$ cat src/design/sbbl_pkg.sv
// ----------------------------------------------------------------------------
// sbbl_pkg
// Types, constants and helpers shared by the square bounding box unit.
// ----------------------------------------------------------------------------
package sbbl_pkg;

    // Largest frame dimension; positions are counted below it.
    localparam int MAX_DIM = 4096;
    localparam int POS_W   = $clog2(MAX_DIM);

    // Fixed field widths.
    localparam int CFG_W   = 13;
    localparam int CFG_IDX_W = 8;
    localparam int SIDE_W  = 13;
    localparam int OUT_POS_W = 12;

    // Reset frame size.
    localparam int FRAME_WIDTH_RST  = 640;
    localparam int FRAME_HEIGHT_RST = 480;

    // side = (span * 23 + 19) / 20, done as ((n >> 2) * RECIP5) >> RECIP5_SH.
    localparam int SCALE_MUL = 23;
    localparam int SCALE_ADD = 19;
    localparam int NUM_W     = POS_W + 5;
    localparam int QUART_W   = NUM_W - 2;
    localparam int RECIP5    = 52429;
    localparam int RECIP5_SH = 18;
    localparam int PROD_W    = QUART_W + 16;

    typedef enum logic [CFG_IDX_W-1:0] {
        REG_FRAME_WIDTH  = 8'd0,
        REG_FRAME_HEIGHT = 8'd1
    } t_cfg_reg;

    // Extremes of one finished frame.
    typedef struct packed {
        logic [POS_W-1:0] min_col;
        logic [POS_W-1:0] max_col;
        logic [POS_W-1:0] min_row;
        logic [POS_W-1:0] max_row;
        logic             seen;
    } t_frame_ext;

    // One box result.
    typedef struct packed {
        logic [OUT_POS_W-1:0] left;
        logic [OUT_POS_W-1:0] top;
        logic [SIDE_W-1:0]    side;
        logic                 empty;
    } t_box;

    // Index of the last column or row for a programmed size. Zero counts as
    // one and anything above the maximum saturates at it.
    function automatic logic [POS_W-1:0] size_to_last(input logic [CFG_W-1:0] size);
        logic [POS_W-1:0] last;
        if (size == '0) begin
            last = '0;
        end else if (32'(size) > MAX_DIM) begin
            last = POS_W'(MAX_DIM - 1);
        end else begin
            last = POS_W'(size - 1'b1);
        end
        return last;
    endfunction

endpackage

$ cat src/design/square_bounding_box_of_lit_pixels_unit.sv
// ----------------------------------------------------------------------------
// square_bounding_box_of_lit_pixels_unit
// Square box around the lit pixels of a raster frame, one box per frame.
// ----------------------------------------------------------------------------
//
//  Channel   Direction  Handshake                 Word
//  --------  ---------  ------------------------  -------------------------------
//  pixel     in         i_valid / o_stall         i_blue, i_green, i_red
//  box       out        o_valid / i_stall         o_box_left/top/side/empty
//  config    in         i_cfg_valid / o_cfg_ready i_cfg_index, i_cfg_data
//
// A pixel word can be taken in every clock. The edge that takes a frame's
// last pixel loads its extremes register; the box then passes through the
// three box pipeline stages ahead of the output register. The pixel input
// stalls only while a finished frame's extremes wait for a full, stalled box
// pipeline. Reset is synchronous and active low; it restores a 640 by 480
// frame and clears the counters. Config is always ready.
//
module square_bounding_box_of_lit_pixels_unit (
    input  logic                           i_clk,
    input  logic                           i_rst_n,
    // Pixel input.
    input  logic                           i_valid,
    output logic                           o_stall,
    input  logic [7:0]                     i_blue,
    input  logic [7:0]                     i_green,
    input  logic [7:0]                     i_red,
    // Box output.
    output logic                           o_valid,
    input  logic                           i_stall,
    output logic [11:0]                    o_box_left,
    output logic [11:0]                    o_box_top,
    output logic [12:0]                    o_box_side,
    output logic                           o_box_empty,
    // Register writes.
    input  logic                           i_cfg_valid,
    output logic                           o_cfg_ready,
    input  logic [sbbl_pkg::CFG_IDX_W-1:0] i_cfg_index,
    input  logic [sbbl_pkg::CFG_W-1:0]     i_cfg_data
);

    // The frame size is kept as the index of the last column and row, already
    // clamped, so the counters compare against it directly.
    logic [sbbl_pkg::POS_W-1:0] r_last_col, r_last_row;

    sbbl_pkg::t_frame_ext ext;
    logic                 ext_valid, ext_ready, lit;
    sbbl_pkg::t_box       box;

    assign o_cfg_ready = 1'b1;

    // Writes to an index beyond the register list are dropped.
    always_ff @(posedge i_clk) begin
        if (!i_rst_n) begin
            r_last_col <= sbbl_pkg::size_to_last(
                sbbl_pkg::CFG_W'(sbbl_pkg::FRAME_WIDTH_RST));
            r_last_row <= sbbl_pkg::size_to_last(
                sbbl_pkg::CFG_W'(sbbl_pkg::FRAME_HEIGHT_RST));
        end else if (i_cfg_valid && o_cfg_ready) begin
            unique case (i_cfg_index)
                sbbl_pkg::REG_FRAME_WIDTH: begin
                    r_last_col <= sbbl_pkg::size_to_last(i_cfg_data);
                end
                sbbl_pkg::REG_FRAME_HEIGHT: begin
                    r_last_row <= sbbl_pkg::size_to_last(i_cfg_data);
                end
                default: begin
                end
            endcase
        end
    end

    // A pixel counts as lit when any colour byte is nonzero.
    assign lit = |{i_blue, i_green, i_red};

    sbbl_frame_acc u_acc (
        .i_clk       (i_clk),
        .i_rst_n     (i_rst_n),
        .i_valid     (i_valid),
        .o_stall     (o_stall),
        .i_lit       (lit),
        .i_last_col  (r_last_col),
        .i_last_row  (r_last_row),
        .o_ext       (ext),
        .o_ext_valid (ext_valid),
        .i_ext_ready (ext_ready)
    );

    sbbl_box_calc u_calc (
        .i_clk       (i_clk),
        .i_rst_n     (i_rst_n),
        .i_ext       (ext),
        .i_ext_valid (ext_valid),
        .o_ext_ready (ext_ready),
        .o_box       (box),
        .o_valid     (o_valid),
        .i_stall     (i_stall)
    );

    assign o_box_left  = box.left;
    assign o_box_top   = box.top;
    assign o_box_side  = box.side;
    assign o_box_empty = box.empty;

endmodule

$ cat src/design/sbbl_frame_acc.sv
// ----------------------------------------------------------------------------
// sbbl_frame_acc
// Raster position counters and running extremes of the lit pixels.
// ----------------------------------------------------------------------------
module sbbl_frame_acc (
    input  logic                       i_clk,
    input  logic                       i_rst_n,
    input  logic                       i_valid,
    output logic                       o_stall,
    input  logic                       i_lit,
    input  logic [sbbl_pkg::POS_W-1:0] i_last_col,
    input  logic [sbbl_pkg::POS_W-1:0] i_last_row,
    output sbbl_pkg::t_frame_ext       o_ext,
    output logic                       o_ext_valid,
    input  logic                       i_ext_ready
);

    logic [sbbl_pkg::POS_W-1:0] r_col, r_row;
    logic [sbbl_pkg::POS_W-1:0] r_min_col, r_max_col, r_min_row, r_max_row;
    logic                       r_seen;
    sbbl_pkg::t_frame_ext       r_ext;
    logic                       r_ext_valid;

    logic [sbbl_pkg::POS_W-1:0] n_min_col, n_max_col, n_min_row, n_max_row;
    logic                       n_seen;
    logic                       last_col, last_row, accept, ready;

    always_comb begin
        n_min_col = (i_lit && (r_col < r_min_col)) ? r_col : r_min_col;
        n_max_col = (i_lit && (r_col > r_max_col)) ? r_col : r_max_col;
        n_min_row = (i_lit && (r_row < r_min_row)) ? r_row : r_min_row;
        n_max_row = (i_lit && (r_row > r_max_row)) ? r_row : r_max_row;
        n_seen    = r_seen | i_lit;
        // A size shrunk mid frame wraps or ends at once.
        last_col  = (r_col >= i_last_col);
        last_row  = (r_row >= i_last_row);
        ready     = !r_ext_valid || i_ext_ready;
        accept    = i_valid && ready;
    end

    always_ff @(posedge i_clk) begin
        if (!i_rst_n) begin
            r_col       <= '0;
            r_row       <= '0;
            r_min_col   <= '1;
            r_max_col   <= '0;
            r_min_row   <= '1;
            r_max_row   <= '0;
            r_seen      <= 1'b0;
            r_ext_valid <= 1'b0;
        end else begin
            if (i_ext_ready) begin
                r_ext_valid <= 1'b0;
            end
            if (accept) begin
                if (last_col && last_row) begin
                    r_ext_valid   <= 1'b1;
                    r_ext.min_col <= n_min_col;
                    r_ext.max_col <= n_max_col;
                    r_ext.min_row <= n_min_row;
                    r_ext.max_row <= n_max_row;
                    r_ext.seen    <= n_seen;
                    r_col         <= '0;
                    r_row         <= '0;
                    r_min_col     <= '1;
                    r_max_col     <= '0;
                    r_min_row     <= '1;
                    r_max_row     <= '0;
                    r_seen        <= 1'b0;
                end else begin
                    if (last_col) begin
                        r_col <= '0;
                        r_row <= r_row + 1'b1;
                    end else begin
                        r_col <= r_col + 1'b1;
                    end
                    r_min_col <= n_min_col;
                    r_max_col <= n_max_col;
                    r_min_row <= n_min_row;
                    r_max_row <= n_max_row;
                    r_seen    <= n_seen;
                end
            end
        end
    end

    assign o_stall     = !ready;
    assign o_ext       = r_ext;
    assign o_ext_valid = r_ext_valid;

endmodule

$ cat src/design/sbbl_box_calc.sv
// ----------------------------------------------------------------------------
// sbbl_box_calc
// Four-stage pipeline from frame extremes to the square box.
// ----------------------------------------------------------------------------
module sbbl_box_calc (
    input  logic                 i_clk,
    input  logic                 i_rst_n,
    input  sbbl_pkg::t_frame_ext i_ext,
    input  logic                 i_ext_valid,
    output logic                 o_ext_ready,
    output sbbl_pkg::t_box       o_box,
    output logic                 o_valid,
    input  logic                 i_stall
);

    // Stage 1: centres and larger span.
    logic                         r_v1, r_e1;
    logic [sbbl_pkg::POS_W-1:0]   r_span1, r_cx1, r_cy1;
    // Stage 2: scaled numerator.
    logic                         r_v2, r_e2;
    logic [sbbl_pkg::NUM_W-1:0]   r_num2;
    logic [sbbl_pkg::POS_W-1:0]   r_cx2, r_cy2;
    // Stage 3: reciprocal product.
    logic                         r_v3, r_e3;
    logic [sbbl_pkg::PROD_W-1:0]  r_prod3;
    logic [sbbl_pkg::POS_W-1:0]   r_cx3, r_cy3;
    // Stage 4: output register.
    logic                         r_v4;
    sbbl_pkg::t_box               r_box;

    logic                         rdy1, rdy2, rdy3, rdy4;
    logic [sbbl_pkg::POS_W-1:0]   sw, sh, n_cx, n_cy, n_span;
    logic [sbbl_pkg::NUM_W-1:0]   n_num;
    logic [sbbl_pkg::QUART_W-1:0] quart;
    logic [sbbl_pkg::PROD_W-1:0]  n_prod;
    logic [sbbl_pkg::SIDE_W-1:0]  side;
    logic [sbbl_pkg::POS_W-1:0]   half, left, top;

    always_comb begin
        rdy4 = !r_v4 || !i_stall;
        rdy3 = !r_v3 || rdy4;
        rdy2 = !r_v2 || rdy3;
        rdy1 = !r_v1 || rdy2;

        sw     = i_ext.max_col - i_ext.min_col;
        sh     = i_ext.max_row - i_ext.min_row;
        n_cx   = i_ext.min_col + (sw >> 1);
        n_cy   = i_ext.min_row + (sh >> 1);
        n_span = (sw > sh) ? sw : sh;

        n_num  = sbbl_pkg::NUM_W'(r_span1) * sbbl_pkg::NUM_W'(sbbl_pkg::SCALE_MUL)
               + sbbl_pkg::NUM_W'(sbbl_pkg::SCALE_ADD);

        // Divide by 20 as a divide by 4 and a multiply by the reciprocal of 5.
        quart  = r_num2[sbbl_pkg::NUM_W-1:2];
        n_prod = sbbl_pkg::PROD_W'(quart) * sbbl_pkg::PROD_W'(sbbl_pkg::RECIP5);

        side   = sbbl_pkg::SIDE_W'(r_prod3 >> sbbl_pkg::RECIP5_SH);
        half   = sbbl_pkg::POS_W'(side >> 1);
        left   = (r_cx3 > half) ? (r_cx3 - half) : '0;
        top    = (r_cy3 > half) ? (r_cy3 - half) : '0;
    end

    always_ff @(posedge i_clk) begin
        if (!i_rst_n) begin
            r_v1 <= 1'b0;
            r_v2 <= 1'b0;
            r_v3 <= 1'b0;
            r_v4 <= 1'b0;
        end else begin
            if (rdy1) begin
                r_v1    <= i_ext_valid;
                r_e1    <= !i_ext.seen;
                r_span1 <= n_span;
                r_cx1   <= n_cx;
                r_cy1   <= n_cy;
            end
            if (rdy2) begin
                r_v2   <= r_v1;
                r_e2   <= r_e1;
                r_num2 <= n_num;
                r_cx2  <= r_cx1;
                r_cy2  <= r_cy1;
            end
            if (rdy3) begin
                r_v3    <= r_v2;
                r_e3    <= r_e2;
                r_prod3 <= n_prod;
                r_cx3   <= r_cx2;
                r_cy3   <= r_cy2;
            end
            if (rdy4) begin
                r_v4        <= r_v3;
                r_box.empty <= r_e3;
                r_box.left  <= r_e3 ? '0 : sbbl_pkg::OUT_POS_W'(left);
                r_box.top   <= r_e3 ? '0 : sbbl_pkg::OUT_POS_W'(top);
                r_box.side  <= r_e3 ? '0 : side;
            end
        end
    end

    assign o_ext_ready = rdy1;
    assign o_box       = r_box;
    assign o_valid     = r_v4;

endmodule

$ cat config.mk
export PLATFORM = sky130hd
export DESIGN_NAME = square_bounding_box_of_lit_pixels_unit
export DESIGN_NICKNAME = d
export VERILOG_FILES = /design/src/design/sbbl_pkg.sv /design/src/design/square_bounding_box_of_lit_pixels_unit.sv /design/src/design/sbbl_frame_acc.sv /design/src/design/sbbl_box_calc.sv
export SDC_FILE = /design/constraint.sdc
export NUM_CORES = 1
export LEC_CHECK = 0
export ABC_AREA = 0
export BUFFER_PORTS_ARGS = -buffer_cell sky130_fd_sc_hd__clkbuf_2
export CAP_MARGIN = 20
export CORE_MARGIN = 2
export CORE_UTILIZATION = 43
export CTS_CLUSTER_SIZE = 28
export DETAILED_ROUTE_END_ITERATION = 12
export GPL_TIMING_DRIVEN = 1
export PLACE_DENSITY = 0.66
export RECOVER_POWER = 100
export SETUP_SLACK_MARGIN = 0.2
export SYNTH_ARGS = -nofsm -noshare
export SYNTH_HDL_FRONTEND = slang
export SYNTH_SLANG_ARGS = --single-unit
$ cat constraint.sdc
create_clock -name i_clk -period 5.25 [get_ports i_clk]
set_input_delay 0.2625 -clock i_clk [delete_from_list [all_inputs] [get_ports i_clk]]
set_output_delay 0.2625 -clock i_clk [all_outputs]
set_load 0.02 [all_outputs]
==> run metrics <==
Max-Cap Viols 4; Req. time, crit path 5.54 ns; H-Tree Depth 2; nets 2,609; Max Fclk 0.200 GHz; Tcrit/Tclk final 95.2%; Post-synth EDFFs 202; syn_area_per_cell 10.3 µm²; Setup Skew 0.0181 ns; RePlAce Congestion 0.866; Synth Register Bits 304; Final Hold Vio Count 0; Post-Route Setup TNS 0 ns; Multi-input gate area 0.0120 mm²; I/O Buffers 89; RSZ-0062 raised after global routing yes; Clock Path Buffers 3; CP startpoint kind flip-flop; ant diodes 0; Final Util 49.0%; wire length per cell 15.5 µm; Worst-Skew Late Latency 0.55 ns; final antenna-violating net count 0; Hold Path Sink u_calc.o_valid; Mapped Area 0.0211 mm²; first-pass GRT wire length 70,600 µm; Final Critical Period 5.00 ns; Top FF cell, synth edfxtp_1; commonest non-fill, non-tap cell in the layout ha_1; Routed WL 43,800 µm; critical setup path kind flip-flop to flip-flop; detailed-route DRC error count 0; die width 225 µm; Slew Viols, Final 78; vias in the first global route 14,500; share of layout cells above drive strength 1 9.70%; worst-margin pin slew 1.76 ns; hold_sp i_stall; GRT Total Usage 17.2%; Synth Warn # 0; Max-Slew Margin vs Limit -18.1%; r2r setup slk 0.25 ns; hold depth 3; largest net degree at the start of global routing 50; boundary pin count 91; Mapped Nets 2,486; CTS Buf Count 36; Crit Reg-Reg Startpoint u_calc.r_num2[3]; total die area 0.0508 mm²; post-synthesis sequential area ratio 38.4%; failing checks max-capacitance violations, max-slew violations; grt ovf 0; Root Driver clkbuf_16; Register Area 0.00811 mm²; Initial DRT Pass Iterations 5; number of DRC markers in iteration 0 643; clock sinks 304; endpoint class of the critical path flip-flop; Critical Path AT 5.29 ns; Async SR Flop Fraction 0%; Worst R2R Path Depth 16; Starting Density 43.4%; antenna violations before repair 0; crit path max fanout 3; dpl cell area 0.0224 mm²; via count 14,600; Design Area, Final 0.0239 mm²; CTS tree done; Gate Count Post-Synth 2,044; row cnt 81; outcome finished with violations; # fillers 4,378; most frequent cells in the layout ha_1 (290), inv_1 (277), edfxtp_1 (202); Critical R2R Capture u_calc.r_prod3[28]; core box area 0.0486 mm²; Clock transition at path regs 0.06 ns; Setup violations, final 0; Hold WS 0.0394 ns; Die H 225 µm; hpwl dp 34,600 µm; Netlist cell types 70; vias per std cell 5.18; worst min path class input port to flip-flop; Layout area overhead 13.1%
## metal layers
metal  wire length [µm]  track usage [%]  up-vias  share of wire (%)
met5                  0                0        -                  0
met4               1130             5.62        0                2.6
met3               1500             2.61       75                3.4
met2              21600             31.1      226                 49
met1              19600             21.0     6884                 45
li1                   -                -     7411                  -
## timing repair
action                                  in CTS  in global routing
endpoints found under the setup margin       8                 12
hold buffers                                 0                  0
buffers inserted                             8                  5
resized for setup                           12                 45
pin swaps                                   14                 55
## through the flow
step	std cells	setup WS (ns)
2_1_floorplan	2044	0.216
3_3_place_gp	2734	0.0138
3_5_place_dp	2736	-0.0796
4_1_cts	2810	0.185
5_1_grt	2817	0.0366
6_report	2817	0.251
## area by class of cell
type | count | share of cell area [%]
clock buffers | 52 | 4.33
clock inverters | 14 | 0.981
inverters | 289 | 4.55
multi-input cells | 1408 | 50.2
flip-flops and latches | 304 | 34.0
well taps | 622 | 3.26
repair buffers | 128 | 2.74
## registers in the layout (all words and copies together), names as in the netlist, 13 cells and up
register / flops
u_calc.r_num2: 15
u_acc.o_ext: 49
u_calc.r_prod3: 13
u_calc.o_box: 38
## logic make-up (layout without fill, tap and decap cells)
| family | Yosys count | in the layout | synth area share (%) |
|---|---|---|---|
| flops | 304 | 304 | 38.4 |
| other cells | 1 | 1 | 0.0178 |
| compound gates | 372 | 372 | 11.6 |
| mux | 36 | 36 | 1.90 |
| simple gates | 489 | 489 | 10.9 |
| xor+xnor | 116 | 116 | 4.82 |
| fa+ha+maj | 394 | 394 | 26.3 |
| buf+inv | 332 | 483 | 6.01 |
## worst max-delay path: stages (launching register included)
cell,delay [ns]
edfxtp_1,0.44
ha_4,0.30
inv_2,0.04
fa_1,0.57
inv_1,0.10
fa_1,0.53
fa_2,0.45
fa_2,0.40
fa_1,0.59
ha_4,0.22
inv_1,0.06
nor2_1,0.04
o21ai_1,0.15
o211ai_1,0.13
a41o_1,0.29
a221oi_1,0.32
xnor2_1,0.11
## worst max-delay path by stage
stage | startpoint | end
2_1_floorplan | u_calc.r_num2[11] | u_calc.r_prod3[30]
3_3_place_gp | u_calc.r_num2[3] | u_calc.r_prod3[30]
3_5_place_dp | u_calc.r_num2[15] | u_calc.r_prod3[30]
4_1_cts | u_calc.r_num2[12] | u_calc.r_prod3[30]
5_1_grt | u_calc.r_num2[3] | u_calc.r_prod3[28]
6_report | u_calc.r_num2[3] | u_calc.r_prod3[28]
## synthesized netlist by cell type, types with 4 or more instances
cell      count  area (µm²)
ha_1        309        3870
inv_1       288        1080
edfxtp_1    202        6070
nand2_1     151         567
nor2_1      126         473
a21oi_1     111         556
dfxtp_1     102        2040
fa_1         83        1660
o21ai_0      74         370
xnor2_1      63         552
xor2_1       53         464
nand3_1      43         215
nor3_1       40         200
a21o_1       38         285
clkbuf_1     32         120
mux2_2       32         360
nand4_1      30         188
o211ai_1     26         195
nor2b_1      24         150
o22a_1       22         193
nor4_1       17         106
o21a_1       14         105
a211oi_1     13        97.6
and3_1       12        75.1
o21bai_1     11        82.6
or3_1        10        62.6
buf_2         9        45.0
a31oi_1       8        50.1
and2_1        8        50.1
o21ai_1       8        40.0
nand2b_1      7        43.8
a2111o_1      6        67.6
a31o_2        4        35.0
mux2i_1       4        40.0
o31ai_1       4        30.0
or2_2         4        25.0
or4_1         4        30.0
Power is left out: the tool's default activity adds up to more than one toggle a clock period on the data nets, which glitch-free logic cannot reach.
